--- src/rtl/iqlc_pkg.sv ---
// Shared types and constants of the IQ envelope log compressor.
package iqlc_pkg;

    // Field and register widths
    localparam int PACKED_W   = 32;
    localparam int I_LSB      = PACKED_W / 2;
    localparam int DR_W       = 6;
    localparam int REF_W      = 5;
    localparam int CFG_DATA_W = DR_W;
    localparam int CFG_IDX_W  = 1;
    localparam int LEVEL_W    = 9;

    // Register indexes of the configuration port
    localparam logic [CFG_IDX_W-1:0] REG_DYN_RANGE = 1'b0;
    localparam logic [CFG_IDX_W-1:0] REG_REF_LOG2  = 1'b1;

    // Register reset values
    localparam logic [DR_W-1:0]  DR_RESET  = 6'd30;
    localparam logic [REF_W-1:0] REF_RESET = 5'd26;

    // Parameter defaults
    localparam int HALF_WIDTH_DEF  = 16;
    localparam int QUEUE_DEPTH_DEF = 4;

    // Magnitude and log2 formats
    localparam int MAG_W     = 32;
    localparam int LEAD_W    = 5;
    localparam int MANT_W    = 31;
    localparam int FRAC_BITS = 12;
    localparam int LOG_W     = LEAD_W + FRAC_BITS;

    // dB arithmetic: 10*log10(2) in Q2.16
    localparam int K_W    = 19;
    localparam int K_FRAC = 16;
    localparam logic signed [K_W-1:0] TEN_LOG10_2_Q16 = 19'sd197283;
    localparam int DIFF_W = LOG_W + 1;
    localparam int PROD_W = DIFF_W + K_W;
    localparam int S_FRAC = FRAC_BITS + K_FRAC;
    localparam int SUM_W  = PROD_W + 1;
    localparam int DB_W   = 20;
    localparam int SCALE_W = DB_W + 8;
    localparam int T_W    = 16;
    localparam int DIV_BITS = LEVEL_W;
    localparam logic [LEVEL_W-1:0] LEVEL_MAX = '1;

    // Item handed from the front end to the back end
    typedef struct packed {
        logic              zero;
        logic [LEAD_W-1:0] lead;
        logic [MANT_W-1:0] mant;
    } front_item_t;

    // Queue status seen by both ends
    typedef struct packed {
        logic full;
        logic empty;
    } queue_flags_t;

endpackage

--- src/rtl/iqlc_front.sv ---
// Front end: request intake, power computation and normalisation of the magnitude.
module iqlc_front #(
    parameter int HALF_WIDTH = iqlc_pkg::HALF_WIDTH_DEF
) (
    input  logic                          aclk,
    input  logic                          aresetn,
    input  logic                          s_valid,
    output logic                          s_ready,
    input  logic [iqlc_pkg::PACKED_W-1:0] s_packed_sample,
    input  iqlc_pkg::queue_flags_t        q_flags,
    output logic                          push,
    output iqlc_pkg::front_item_t         push_item
);

    localparam int PW = 2 * HALF_WIDTH;
    localparam int MW = iqlc_pkg::MAG_W;
    localparam int LW = iqlc_pkg::LEAD_W;

    logic                 en;
    logic signed [HALF_WIDTH-1:0] i_s, q_s;
    logic signed [PW-1:0] i_sq, q_sq;

    logic          s1_valid_reg, s2_valid_reg, s3_valid_reg, s4_valid_reg;
    logic [PW-1:0] i_sq_reg, q_sq_reg;
    logic [MW-1:0] mag_reg;
    logic [MW-1:0] na_x, nb_x, na_x_reg, nb_x_reg;
    logic [LW-1:0] na_sh, nb_sh, na_sh_reg, nb_sh_reg;
    logic          s3_zero_reg, s4_zero_reg;

    // advance the whole front end while the queue has room
    assign en      = !q_flags.full;
    assign s_ready = en;
    assign push    = s4_valid_reg && en;

    assign i_s  = s_packed_sample[iqlc_pkg::I_LSB +: HALF_WIDTH];
    assign q_s  = s_packed_sample[0 +: HALF_WIDTH];
    assign i_sq = i_s * i_s;
    assign q_sq = q_s * q_s;

    // leading-one search, upper three steps
    always_comb begin
        na_x  = mag_reg;
        na_sh = '0;
        if (na_x[MW-1 -: MW/2] == '0) begin
            na_x  = na_x << (MW/2);
            na_sh = na_sh + LW'(MW/2);
        end
        if (na_x[MW-1 -: MW/4] == '0) begin
            na_x  = na_x << (MW/4);
            na_sh = na_sh + LW'(MW/4);
        end
        if (na_x[MW-1 -: MW/8] == '0) begin
            na_x  = na_x << (MW/8);
            na_sh = na_sh + LW'(MW/8);
        end
    end

    // leading-one search, last two steps
    always_comb begin
        nb_x  = na_x_reg;
        nb_sh = na_sh_reg;
        if (nb_x[MW-1 -: 2] == '0) begin
            nb_x  = nb_x << 2;
            nb_sh = nb_sh + LW'(2);
        end
        if (!nb_x[MW-1]) begin
            nb_x  = nb_x << 1;
            nb_sh = nb_sh + LW'(1);
        end
    end

    assign push_item.zero = s4_zero_reg;
    assign push_item.lead = LW'(MW-1) - nb_sh_reg;
    assign push_item.mant = nb_x_reg[MW-1:1];

    always_ff @(posedge aclk) begin
        if (!aresetn) begin
            s1_valid_reg <= 1'b0;
            s2_valid_reg <= 1'b0;
            s3_valid_reg <= 1'b0;
            s4_valid_reg <= 1'b0;
        end else if (en) begin
            s1_valid_reg <= s_valid;
            s2_valid_reg <= s1_valid_reg;
            s3_valid_reg <= s2_valid_reg;
            s4_valid_reg <= s3_valid_reg;
        end
    end

    always_ff @(posedge aclk) begin
        if (en) begin
            i_sq_reg    <= $unsigned(i_sq);
            q_sq_reg    <= $unsigned(q_sq);
            mag_reg     <= MW'(i_sq_reg) + MW'(q_sq_reg);
            na_x_reg    <= na_x;
            na_sh_reg   <= na_sh;
            s3_zero_reg <= (mag_reg == '0);
            nb_x_reg    <= nb_x;
            nb_sh_reg   <= nb_sh;
            s4_zero_reg <= s3_zero_reg;
        end
    end

endmodule

--- config.mk ---
export PLATFORM = sky130hd
export DESIGN_NAME = iqlc_front
export DESIGN_NICKNAME = d
export VERILOG_FILES = /design/src/rtl/iqlc_pkg.sv /design/src/rtl/iqlc_front.sv
export SDC_FILE = /design/constraint.sdc
export NUM_CORES = 2
export LEC_CHECK = 0
export ABC_AREA = 1
export BUFFER_PORTS_ARGS = -buffer_cell sky130_fd_sc_hd__buf_2
export CAP_MARGIN = 20
export CORE_MARGIN = 4
export CORE_UTILIZATION = 30
export CTS_CLUSTER_SIZE = 24
export DETAILED_ROUTE_END_ITERATION = 8
export GPL_TIMING_DRIVEN = 0
export PLACE_DENSITY = 0.45
export SETUP_SLACK_MARGIN = 0.3
export SLEW_MARGIN = 10
export SYNTH_ARGS = -nofsm -noshare
export SYNTH_HDL_FRONTEND = slang
export SYNTH_SLANG_ARGS = --single-unit
--- constraint.sdc ---
create_clock -name aclk -period 5.9 [get_ports aclk]
set_clock_uncertainty 0.05 [all_clocks]
set_input_delay 0.295 -clock aclk [delete_from_list [all_inputs] [get_ports aclk]]
set_output_delay 0.295 -clock aclk [all_outputs]
set_load 0.01 [all_outputs]
==> metrics.csv <==
metric;value;unit
reg2reg_setup_slack;3.32;ns
fmax;184;MHz
period_minus_slack;5.44;ns
final_antenna_net_count;0;
gr-usage-all-layers;14.6;%
min_path_cells;2;
grt_pass1_vias;20500;
grt_setup_unrepaired;yes;
maxSlewHeadroom;49.5;%
outcome;finished clean;
crit_required;6.04;ns
route.final.wire_length;66900;um
clock_tree.buffer_depth;2;
synth_top_flop_cell;sky130_fd_sc_hd__edfxtp_1;
cts_tree;yes;
yosysWarningCount;0;
io_buffer_count;59;
synthToLayoutAreaGrowth;12.8;%
rr_endpoint;mag_reg[26];
hold_class;input pin to flop;
fin_crit_share;92.2;%
die-area;95300;um^2
vias;19400;
die-height;309;um
clkTransAtPathRegs;0.07;ns
post_synthesis_area_per_instance;8.85;um^2
path_max_fanout;10;
finalCoreUtilization;34.1;%
endpoint_kind;flop;
synth_edf_count;167;
synth.distinct_cells;45;
viasPerCell;4.44;
holdCritStartpoint;q_flags[1];
detailedRoute.firstIterationViolations;958;
synth_sequential_area_ratio;18.8;%
drcViolationCount;0;
final-hold-violation-count;0;
std_cell_rows;110;
layout-drive-gt1-share;10.2;%
globalRoute.totalOverflow;0;
min_delay_worst_endpoint;s4_valid_reg;
dp_hpwl;57700;um
r2r-start;i_sq_reg[3];
final-setup-viol-count;0;
layout_commonest_cell;sky130_fd_sc_hd__inv_1;
io-pin-count;76;
layout.cells.most_common_list;834 x sky130_fd_sc_hd__inv_1, 552 x sky130_fd_sc_hd__nand2_1, 458 x sky130_fd_sc_hd__fa_1;
num_antenna_cells;0;
antenna_found_initial;0;
postSynthRegisterBits;171;
grt_start_max_net_pins;101;
worst_setup_path_start_kind;input pin;
arrival_time_at_the_worst_endpoint;5.58;ns
netlist_area;27100;um^2
cts.root.buffer_cell;sky130_fd_sc_hd__clkbuf_16;
reg2reg_depth;10;
synth-async-reset-ratio;0;%
postSynthCellCount;3066;
place_area;29000;um^2
cts.sink_count;171;
cts-htree-levels;4;
holdWs;0.0976;ns
routabilityCongestion;0.853;
die_w;309;um
worst_skew_pair.late_latency;0.47;ns
worst_slew_pin_slew;0.757;ns
post_drt_wl_per_cell;15.3;um
initial_utilization;30.2;%
final-max-slew-violation-count;0;
design_area;30600;um^2
grt_pass1_wl;108000;um
num-fill-cells;9572;
core_area;89900;um^2
first_pass_iters;5;
cts_made_buffers;17;
final_layout_net_count;3889;
critPathKind;input pin to flop;
max_cap_viol_count;0;
syn_nets;3781;
==> routing by layer <==
layer | GRT usage (%) | vias up | wire, um
li1 | - | 9438 | -
met1 | 19.4 | 9621 | 30400
met2 | 26.0 | 276 | 33900
met3 | 1.81 | 39 | 2030
met4 | 2.28 | 0 | 609
met5 | 0 | - | 0
==> cell type report <==
type	instances	area [um^2]	area share, %
tap	1176	1470	4.81
sequential	171	5090	16.6
timing repair buffer	89	556	1.81
inverter	840	3170	10.3
buffer	89	803	2.62
clock buffer	17	425	1.39
clock inverter	15	176	0.576
multi-input combinational	1966	18900	61.8
==> how the worst max path moves through the flow <==
stage                              from      endpoint  slack [ns]  cells past startpoint
finish              s_packed_sample[21]  i_sq_reg[31]        0.46                     18
global route        s_packed_sample[11]  q_sq_reg[26]        0.28                     24
CTS                  s_packed_sample[8]  q_sq_reg[26]        0.22                     24
floorplan            s_packed_sample[5]  q_sq_reg[30]        0.29                     20
detailed placement   s_packed_sample[6]  q_sq_reg[26]       -1.16                     24
global placement     s_packed_sample[6]  q_sq_reg[26]       -1.20                     24
==> cell families (layout without fill, tap and decap cells) <==
group | after synthesis | after routing | share of synthesized area, %
AOI/OAI and AO/OA | 283 | 283 | 6.05
xor gates and xnor gates | 118 | 118 | 3.81
adders and majority gates | 678 | 678 | 44.2
buffers and inverters | 929 | 1050 | 13.1
DFF | 171 | 171 | 18.8
muxes | 27 | 27 | 1.00
and+or+nand+nor | 860 | 860 | 13.0
==> Yosys cell counts (3+ instances only) <==
cell type / n / area (um^2)
sky130_fd_sc_hd__a221oi_1: 4 / 35.0
sky130_fd_sc_hd__nor2_4: 4 / 45.0
sky130_fd_sc_hd__buf_1: 4 / 15.0
sky130_fd_sc_hd__nand2_1: 569 / 2140
sky130_fd_sc_hd__a31o_2: 4 / 35.0
sky130_fd_sc_hd__nand3_1: 81 / 405
sky130_fd_sc_hd__xnor2_1: 46 / 403
sky130_fd_sc_hd__a21oi_1: 112 / 561
sky130_fd_sc_hd__buf_4: 8 / 60.1
sky130_fd_sc_hd__o21bai_1: 15 / 113
sky130_fd_sc_hd__nor3_1: 22 / 110
sky130_fd_sc_hd__clkbuf_1: 71 / 267
sky130_fd_sc_hd__a31oi_1: 5 / 31.3
sky130_fd_sc_hd__inv_1: 836 / 3140
sky130_fd_sc_hd__edfxtp_1: 167 / 5010
sky130_fd_sc_hd__o21ai_0: 90 / 450
sky130_fd_sc_hd__clkinv_1: 3 / 11.3
sky130_fd_sc_hd__o21a_1: 4 / 30.0
sky130_fd_sc_hd__buf_6: 5 / 56.3
sky130_fd_sc_hd__fa_1: 468 / 9370
sky130_fd_sc_hd__xor2_1: 72 / 631
sky130_fd_sc_hd__nand4_1: 13 / 81.3
sky130_fd_sc_hd__a21o_1: 20 / 150
sky130_fd_sc_hd__o211ai_1: 8 / 60.1
sky130_fd_sc_hd__o21ai_2: 12 / 105
sky130_fd_sc_hd__nor2_1: 141 / 529
sky130_fd_sc_hd__a21boi_0: 4 / 30.0
sky130_fd_sc_hd__dfxtp_1: 4 / 80.1
sky130_fd_sc_hd__nor4_1: 6 / 37.5
sky130_fd_sc_hd__ha_1: 210 / 2630
sky130_fd_sc_hd__mux2i_1: 26 / 260
sky130_fd_sc_hd__or2_2: 9 / 56.3
sky130_fd_sc_hd__nand2_2: 5 / 31.3
==> critical path: stages <==
cell	delay [ns]
sky130_fd_sc_hd__clkbuf_4	0.21
sky130_fd_sc_hd__buf_8	0.18
sky130_fd_sc_hd__nand2_1	0.12
sky130_fd_sc_hd__fa_1	0.57
sky130_fd_sc_hd__inv_1	0.08
sky130_fd_sc_hd__fa_2	0.65
sky130_fd_sc_hd__inv_1	0.12
sky130_fd_sc_hd__fa_1	0.49
sky130_fd_sc_hd__fa_1	0.57
sky130_fd_sc_hd__fa_1	0.43
sky130_fd_sc_hd__fa_1	0.49
sky130_fd_sc_hd__inv_1	0.04
sky130_fd_sc_hd__ha_1	0.33
sky130_fd_sc_hd__a21oi_1	0.18
sky130_fd_sc_hd__o21ai_0	0.17
sky130_fd_sc_hd__a221oi_2	0.31
sky130_fd_sc_hd__o211ai_1	0.15
sky130_fd_sc_hd__xor2_1	0.19
==> repair_timing <==
item	in CTS	in global routing
setup buffers	4	20
hold buffers	5	0
endpoints found under the setup margin	38	29
pin swaps	4	24
endpoints found under the hold margin	5	0
resized for setup	121	171
==> per-stage QoR <==
step                setup WS (ns)  TNS (ns)  std cells
global placement            -1.20    -33.59       4301
floorplan                   0.292         0       3066
finish                      0.459         0       4363
global route                0.285         0       4363
CTS                         0.221         0       4343
detailed placement          -1.16    -26.01       4302
Power is not shown: default switching activity piles up to over one toggle a cycle in this logic, so the estimate is an artifact.
