[src/rtl/iqlc_pkg.sv]
// Shared types and constants of the IQ envelope log compressor.
package iqlc_pkg;

    // Field and register widths
    localparam int PACKED_W   = 32;
    localparam int I_LSB      = PACKED_W / 2;
    localparam int DR_W       = 6;
    localparam int REF_W      = 5;
    localparam int CFG_DATA_W = DR_W;
    localparam int CFG_IDX_W  = 1;
    localparam int LEVEL_W    = 9;

    // Register indexes of the configuration port
    localparam logic [CFG_IDX_W-1:0] REG_DYN_RANGE = 1'b0;
    localparam logic [CFG_IDX_W-1:0] REG_REF_LOG2  = 1'b1;

    // Register reset values
    localparam logic [DR_W-1:0]  DR_RESET  = 6'd30;
    localparam logic [REF_W-1:0] REF_RESET = 5'd26;

    // Parameter defaults
    localparam int HALF_WIDTH_DEF  = 16;
    localparam int QUEUE_DEPTH_DEF = 4;

    // Magnitude and log2 formats
    localparam int MAG_W     = 32;
    localparam int LEAD_W    = 5;
    localparam int MANT_W    = 31;
    localparam int FRAC_BITS = 12;
    localparam int LOG_W     = LEAD_W + FRAC_BITS;

    // dB arithmetic: 10*log10(2) in Q2.16
    localparam int K_W    = 19;
    localparam int K_FRAC = 16;
    localparam logic signed [K_W-1:0] TEN_LOG10_2_Q16 = 19'sd197283;
    localparam int DIFF_W = LOG_W + 1;
    localparam int PROD_W = DIFF_W + K_W;
    localparam int S_FRAC = FRAC_BITS + K_FRAC;
    localparam int SUM_W  = PROD_W + 1;
    localparam int DB_W   = 20;
    localparam int SCALE_W = DB_W + 8;
    localparam int T_W    = 16;
    localparam int DIV_BITS = LEVEL_W;
    localparam logic [LEVEL_W-1:0] LEVEL_MAX = '1;

    // Item handed from the front end to the back end
    typedef struct packed {
        logic              zero;
        logic [LEAD_W-1:0] lead;
        logic [MANT_W-1:0] mant;
    } front_item_t;

    // Queue status seen by both ends
    typedef struct packed {
        logic full;
        logic empty;
    } queue_flags_t;

endpackage

[src/rtl/iqlc_queue.sv]
// Short queue between the front end and the back end.
module iqlc_queue #(
    parameter int DEPTH = iqlc_pkg::QUEUE_DEPTH_DEF
) (
    input  logic                   aclk,
    input  logic                   aresetn,
    input  logic                   push,
    input  iqlc_pkg::front_item_t  push_item,
    input  logic                   pop,
    output iqlc_pkg::front_item_t  head_item,
    output iqlc_pkg::queue_flags_t flags
);

    localparam int PTR_W = (DEPTH > 1) ? $clog2(DEPTH) : 1;
    localparam int CNT_W = $clog2(DEPTH + 1);

    iqlc_pkg::front_item_t slot_reg [DEPTH];
    logic [PTR_W-1:0] wr_ptr_reg, rd_ptr_reg;
    logic [CNT_W-1:0] count_reg;
    logic             do_push, do_pop;

    assign flags.full  = (count_reg == CNT_W'(DEPTH));
    assign flags.empty = (count_reg == '0);
    assign do_push     = push && !flags.full;
    assign do_pop      = pop && !flags.empty;
    assign head_item   = slot_reg[rd_ptr_reg];

    always_ff @(posedge aclk) begin
        if (!aresetn) begin
            wr_ptr_reg <= '0;
            rd_ptr_reg <= '0;
            count_reg  <= '0;
        end else begin
            if (do_push) begin
                wr_ptr_reg <= (wr_ptr_reg == PTR_W'(DEPTH-1)) ? '0 : wr_ptr_reg + 1'b1;
            end
            if (do_pop) begin
                rd_ptr_reg <= (rd_ptr_reg == PTR_W'(DEPTH-1)) ? '0 : rd_ptr_reg + 1'b1;
            end
            case ({do_push, do_pop})
                2'b10:   count_reg <= count_reg + 1'b1;
                2'b01:   count_reg <= count_reg - 1'b1;
                default: count_reg <= count_reg;
            endcase
        end
    end

    always_ff @(posedge aclk) begin
        if (do_push) begin
            slot_reg[wr_ptr_reg] <= push_item;
        end
    end

    a_count_bound: assert property (@(posedge aclk) disable iff (!aresetn)
        count_reg <= CNT_W'(DEPTH))
        else $error("queue count beyond depth");

    a_no_push_full: assert property (@(posedge aclk) disable iff (!aresetn)
        push |-> !flags.full)
        else $error("front end pushed into a full queue");

    a_no_pop_empty: assert property (@(posedge aclk) disable iff (!aresetn)
        pop |-> !flags.empty)
        else $error("back end popped an empty queue");

    a_count_step: assert property (@(posedge aclk) disable iff (!aresetn)
        push && !pop && !flags.full |=> count_reg == $past(count_reg) + 1'b1)
        else $error("queue count did not follow a lone push");

endmodule

[config.mk]
export PLATFORM = sky130hd
export DESIGN_NAME = iqlc_queue
export DESIGN_NICKNAME = d
export VERILOG_FILES = /design/src/rtl/iqlc_pkg.sv /design/src/rtl/iqlc_queue.sv
export SDC_FILE = /design/constraint.sdc
export NUM_CORES = 1
export LEC_CHECK = 0
export BUFFER_PORTS_ARGS = -buffer_cell sky130_fd_sc_hd__buf_4
export CAP_MARGIN = 20
export CORE_MARGIN = 1
export CORE_UTILIZATION = 41
export CTS_CLUSTER_SIZE = 28
export DETAILED_ROUTE_END_ITERATION = 8
export GPL_ROUTABILITY_DRIVEN = 0
export PLACE_DENSITY = 0.72
export SLEW_MARGIN = 40
export SYNTH_ARGS = -nofsm -noshare
export SYNTH_HDL_FRONTEND = slang
export SYNTH_SLANG_ARGS = --single-unit
[constraint.sdc]
create_clock -name aclk -period 3 [get_ports aclk]
set_input_delay 0 -clock aclk [delete_from_list [all_inputs] [get_ports aclk]]
set_output_delay 0 -clock aclk [all_outputs]
set_load 0.005 [all_outputs]
==> impl_metrics.ini, run 1 <==
[status]
status = finished, final reports clean

[cells_and_area]
area_delta_synth_final_pct = 29.4
fin_util = 0.547
drive_above_1_share = 0.386
antenna_cells = 0
fill_cells = 1070
fin_nets = 431
largest_register_ffs = 148

[cts]
cts_hold_buf = 38
htree_levels = 4
clock_path_buffers = 2
cts_buffers = 17
cts_setup_buffers = 0
clk_pin_slew_ns = 0.06
clock_sinks = 157
clk-insertion-delay-late_ns = 0.42
cts.repair.resized = 0
cts_tree = yes
ctsRootBufferMaster = clkbuf_16

[worst_setup_path]
r2r_slack_ns = 0.76
cp_max_fo = 7
crit_path_max_incr_delay_ns = 0.39
crit_path_cell_trace = nor3b_2 -> nor2b_1 -> inv_1 -> ha_1 -> inv_1 -> fa_1 -> xor2_1 -> or3_1 -> a21boi_0
worstSetupStartpointType = flip-flop
r2r_end = count_reg[2]$_SDFFE_PN0P_
crit_required_ns = 3.33
crit_type = reg2reg
crit_path_frequent_cell = inv_1
cp_slowest_cell = dfxtp_1
worst-path-buf-inv = 2
timing.rr.start = count_reg[2]$_SDFFE_PN0P_
r2r_cells = 9
end_kind = flip-flop
arrival_ns = 2.58
cp_top_family = simple AND/OR/NAND/NOR gates

[global_route]
grt_max_degree = 38
grt.overflow.total = 0
grt_first_pass_wirelength_um = 16300
antenna_found_initial = 0
track_usage = 0.155
grt_pass1_vias = 3024

[die]
start_util = 0.423
core-area_um2 = 13900
die_area_um2 = 14800
num_io_pins = 80
die_x_um = 122
core.rowCount = 43
die_h_um = 122

[detailed_routing]
wl_um = 10500
dr.pass1.iters = 4
routed-via-count = 2843
via_per_inst = 4.94
ant_nets = 0
dr.first_iter.drc_count = 139
drc_errors = 0
post_drt_wl_per_cell_um = 18.2

[synthesis]
ys_top_cells_by_count = edfxtp_1 (148), mux4_2 (30), dfxtp_1 (9)
yosysUniqueCellTypes = 26
synth_edf_count = 148
syn_inst = 249
syn_area_per_cell_um2 = 23.7
yosysSeqAreaShare = 0.785
synth_ff_type = edfxtp_1
synth_largest_area_cell = edfxtp_1
synth.area.top_cells = edfxtp_1 (75%), mux4_2 (11%), mux4_1 (3.1%)
ys_warn_count = 0
postSynth.asyncResetShare = 0
syn-num-nets = 297
syn_area_um2 = 5890
yosysMostFrequentCell = edfxtp_1
netlist.area_leader.share = 0.755
synth_seq_cells = 157

[pwr]
p_per_area_nw_per_um2 = 796
ir_drop_mv = 0.496
power_leakage_nw = 2.64

[sta]
hold_viol_final = 0
fin_setup_tns_ns = 0
fin_crit_sh = 0.748
finalMaxSlewViolations = 0
clock-skew-final_ns = 0.00732
fmax_mhz = 446
max_slew_margin = 0.577
rsz0062_at_grt = no
tightest_slew_ns = 0.635
finalCriticalPeriod_ns = 2.24
finalSetupViolCount = 0

[worst_hold_path]
holdCritPathClass = in2reg
whs_path_depth = 3
worst_hold_startpoint = pop

[flow_run]
max_cap_violations = 0

[placement]
port_buffers = 79
dp_hpwl_um = 6530
-- worst max path at each step --
stage / from / end / slack, ns / cells after the start
floorplan: count_reg[2]$_SDFFE_PN0P_ / slot_reg[0][0]$_DFFE_PP_ / 0.95 / 4
global placement: count_reg[2]$_SDFFE_PN0P_ / slot_reg[0][3]$_DFFE_PP_ / 0.89 / 4
detailed placement: count_reg[2]$_SDFFE_PN0P_ / count_reg[2]$_SDFFE_PN0P_ / 0.75 / 9
CTS: flip-flop / head_item[31] / 0.74 / 3
global route: count_reg[2]$_SDFFE_PN0P_ / count_reg[2]$_SDFFE_PN0P_ / 0.61 / 9
finish: count_reg[2]$_SDFFE_PN0P_ / count_reg[2]$_SDFFE_PN0P_ / 0.76 / 9
-- tightest hold or removal path: stages --
cell and delay, ns:
buf_4 0.11, o31ai_1 0.15, o21ai_0 0.15
-- placed cells by master, fill, tap and decap left out, types with 2 or more instances in the layout --
| cell type | n |
|---|---|
| edfxtp_1 | 148 |
| buf_4 | 86 |
| dlygate4sd3_1 | 38 |
| mux4_2 | 30 |
| clkbuf_16 | 17 |
| inv_1 | 7 |
| mux4_1 | 7 |
| nand2_1 | 7 |
| dfxtp_1 | 7 |
| ha_1 | 6 |
| and2_2 | 4 |
| o21ai_0 | 4 |
| clkinvlp_4 | 4 |
| clkinv_4 | 3 |
| and2_1 | 2 |
| nor2_1 | 2 |
| mux2i_1 | 2 |
| nand3_1 | 2 |
| clkinv_2 | 2 |
| inv_6 | 2 |
| clkinv_1 | 2 |
-- power breakdown --
group	total (mW)	internal, mW	switching [mW]
logic	1.28	0.774	0.507
clock network	1.97	1.14	0.836
registers	2.81	2.66	0.159
total	6.07	4.57	1.50
-- logic make-up after synthesis --
logic type                 after synthesis  share of synthesized area
muxes                                   39                      0.149
xor gates and xnor gates                 2                    0.00297
DFF                                    157                      0.785
buffers and inverters                   17                     0.0215
and+or+nand+nor                         21                     0.0189
adders and majority gates                7                     0.0161
AOI/OAI and AO/OA                        6                    0.00595
-- final cells by class --
class | count | area (um^2) | area share
Clock inverter | 14 | 121 | 0.0159
Timing Repair Buffer | 125 | 1050 | 0.137
Multi-Input combinational cell | 75 | 1140 | 0.150
Clock buffer | 18 | 429 | 0.0563
Tap cell | 180 | 225 | 0.0296
Inverter | 7 | 26.3 | 0.00345
Sequential cell | 157 | 4630 | 0.607
-- through the flow --
step                      power [mW]  area, um^2  hold slack [ns]  instances  worst slack (ns)
after floorplan                 3.57        5890           0.0989        249             0.947
after global placement          4.10        6690            0.201        506             0.890
after detailed placement        4.14        6690            0.204        506             0.755
after CTS                       6.14        7620           0.0243        576             0.740
after global routing            6.34        7620           0.0704        576             0.607
final                           6.07        7620           0.0449        576             0.757
-- metal layers --
layer,global-route usage,vias to the layer above,part of all wire
met1,0.195,1467,0.43
li1,-,1299,-
met2,0.244,65,0.51
met4,0.0671,0,0.013
met5,0,-,0
met3,0.0524,12,0.045
No activity file was read; power rests on OpenSTA's default activity.
==> inputs of run 2 (changes only) <==
--- a/config.mk
+++ b/config.mk
@@ -5,6 +5,7 @@
 export SDC_FILE = /design/constraint.sdc
 export NUM_CORES = 1
 export LEC_CHECK = 0
+export ABC_AREA = 1
 export BUFFER_PORTS_ARGS = -buffer_cell sky130_fd_sc_hd__buf_4
 export CAP_MARGIN = 20
 export CORE_MARGIN = 1
==> constraint.sdc (replaced) <==
create_clock -name aclk -period 2.21 [get_ports aclk]
set_input_delay 0 -clock aclk [delete_from_list [all_inputs] [get_ports aclk]]
set_output_delay 0 -clock aclk [all_outputs]
set_load 0.005 [all_outputs]
==> run 2 against run 1 <==
  * Clock power rose by 26%
  * Wire length increased by 18%
  * Worst setup slack lost 0.48 ns
  * Flip-flop and latch count unchanged
  * Combinational power increased by 93%
  * Power grew 42%
  * Global-route usage rose by 2.0 points
  * Area after synthesis grew 1.6%
  * Highest routed layer unchanged
  * Critical path type unchanged
  * Final area grew 1.3%
  * Register-to-register slack lost 0.48 ns
  * Worst hold slack better by 0.038 ns
==> impl_metrics.ini, run 2 <==
[status]
status = finished, final reports clean

[global_route]
grt_pass1_vias = 3859
grt_max_degree = 75
grt_first_pass_wirelength_um = 19300
antenna_found_initial = 0
track_usage = 0.175
grt.overflow.total = 0

[worst_setup_path]
r2r_slack_ns = 0.28
endpoint = count_reg[2]$_SDFFE_PN0P_
cp_max_fo = 5
r2r_end = count_reg[2]$_SDFFE_PN0P_
end_kind = flip-flop
arrival_ns = 2.24
cp_top_family = adder cells
timing.rr.start = count_reg[2]$_SDFFE_PN0P_
worstSetupStartpointType = flip-flop
crit_path_max_incr_delay_ns = 0.40
crit_path_cell_trace = inv_1 -> nand2_1 -> inv_1 -> nor2_1 -> ha_1 -> inv_1 -> fa_1 -> inv_1 -> nand2_1 -> nand3_1 -> nand2_1 -> inv_1 -> nor2_1
cp_slowest_cell = fa_1
crit_type = reg2reg
crit_cells = 13
crit_start = count_reg[2]$_SDFFE_PN0P_
crit_path_frequent_cell = inv_1
worst-path-buf-inv = 5
r2r_cells = 13
crit_required_ns = 2.52

[sta]
hold_viol_final = 0
finalCriticalPeriod_ns = 1.93
max_slew_margin = 0.647
fin_crit_sh = 0.874
clock-skew-final_ns = 0.00668
finalSetupViolCount = 0
finalMaxSlewViolations = 0
rsz0062_at_grt = no
tightest_slew_ns = 0.530
fin_setup_tns_ns = 0
fmax_mhz = 518

[synthesis]
syn_area_per_cell_um2 = 14.0
yosysUniqueCellTypes = 21
yosysMostFrequentCell = edfxtp_1
synth_edf_count = 148
postSynth.asyncResetShare = 0
syn-num-nets = 476
synth.area.top_cells = edfxtp_1 (74%), nor2_1 (5.5%), o21ai_0 (4.0%)
syn_area_um2 = 5990
netlist.area_leader.share = 0.742
ys_warn_count = 0
ys_top_cells_by_count = edfxtp_1 (148), nor2_1 (88), o21ai_0 (48)
synth_largest_area_cell = edfxtp_1
syn_inst = 428
yosysSeqAreaShare = 0.773
synth_seq_cells = 157
synth_ff_type = edfxtp_1

[die]
die_h_um = 123
core.rowCount = 43
die_x_um = 123
start_util = 0.426
core-area_um2 = 14000
die_area_um2 = 15100
num_io_pins = 80

[detailed_routing]
post_drt_wl_per_cell_um = 16.6
dr.first_iter.drc_count = 250
dr.pass1.iters = 4
wl_um = 12400
routed-via-count = 3806
via_per_inst = 5.11
ant_nets = 0
drc_errors = 0

[cells_and_area]
area_delta_synth_final_pct = 29.0
drive_above_1_share = 0.218
layout_commonest_cell = edfxtp_1
antenna_cells = 0
final_cell_mix = edfxtp_1 (148), nor2_1 (84), buf_4 (83)
fin_util = 0.550
fin_nets = 600
largest_register_ffs = 148

[cts]
cts_setup_buffers = 0
ctsRootBufferMaster = clkbuf_16
clock_path_buffers = 2
clock_sinks = 157
clk_pin_slew_ns = 0.06
htree_levels = 4
clk-insertion-delay-late_ns = 0.41
cts_buffers = 17
cts_tree = yes

[pwr]
p_per_area_nw_per_um2 = 1120
power_leakage_nw = 2.80
ir_drop_mv = 0.551

[placement]
port_buffers = 79
dp_hpwl_um = 7000

[worst_hold_path]
holdCritPathClass = in2reg

[flow_run]
max_cap_violations = 0
run 2: cell count changes after synthesis, moves of 10 or more:
cell / previous run / this run
nor2_1: 2 / 88
inv_1: 7 / 17
o21ai_1: 0 / 28
o22ai_1: 0 / 37
o21ai_0: 4 / 48
mux4_2: 30 / 0
run 2: per-layer routing:
layer	global-route usage	wire, um	share of wire	up-vias
met3	0.0423	782	0.063	10
met5	0	0	0	-
met1	0.223	5360	0.43	1850
met4	0.0701	129	0.010	0
met2	0.287	6130	0.49	122
li1	-	-	-	1824
run 2: layout make-up:
type | count | area [um^2]
well taps | 180 | 225
flip-flops and latches | 157 | 4630
clock buffers | 19 | 433
fillers | 1106 | 6320
clock inverters | 13 | 77.6
inverters | 18 | 67.6
repair buffers | 128 | 1120
multi-input cells | 230 | 1170
run 2: how the worst min path moves through the flow:
stage	startpoint	end	slack [ns]	depth (start not counted)
floorplan	push_item[0]	slot_reg[0][0]$_DFFE_PP_	0.1	0
global placement	push_item[20]	slot_reg[0][20]$_DFFE_PP_	0.20	1
detailed placement	push_item[36]	slot_reg[2][36]$_DFFE_PP_	0.20	1
CTS	push	count_reg[0]$_SDFFE_PN0P_	0.05	4
global route	push	count_reg[0]$_SDFFE_PN0P_	0.11	4
finish	push	count_reg[0]$_SDFFE_PN0P_	0.08	4
run 2: logic make-up after synthesis:
| logic type | share of synthesized area |
|---|---|
| flops | 0.773 |
| fa+ha+maj | 0.0159 |
| simple gates | 0.0684 |
| compound gates | 0.106 |
| buf+inv | 0.0376 |
run 2: worst register-to-register path, cell delays in order, from the launching register on:
cell	delay (ns)
dfxtp_1	0.36
inv_1	0.08
nand2_1	0.15
inv_1	0.07
nor2_1	0.11
ha_1	0.21
inv_1	0.08
fa_1	0.40
inv_1	0.07
nand2_1	0.08
nand3_1	0.07
nand2_1	0.06
inv_1	0.05
nor2_1	0.04
run 2: power breakdown:
part           internal, mW  switching (mW)
Sequential             3.58          0.0865
Clock                  1.41            1.07
Combinational          1.07            1.40
Total                  6.06            2.56
run 2: what timing repair did:
| action | in CTS | in global routing |
|---|---|---|
| endpoints found under the setup margin | 0 | 1 |
| hold buffers | 39 | 0 |
| hold endpoints to repair | 157 | 0 |
| resized for setup | 0 | 1 |
run 2: per-stage QoR:
step,power (mW),instances,hold WS [ns],area (um^2),setup WS (ns)
6_report,8.62,745,0.0827,7720,0.279
3_3_place_gp,6.08,674,0.199,6820,0.530
3_5_place_dp,6.16,674,0.204,6820,0.355
5_1_grt,9.10,745,0.110,7720,0.112
4_1_cts,8.69,745,0.0477,7720,0.0995
2_1_floorplan,5.04,428,0.0989,5990,-0.410
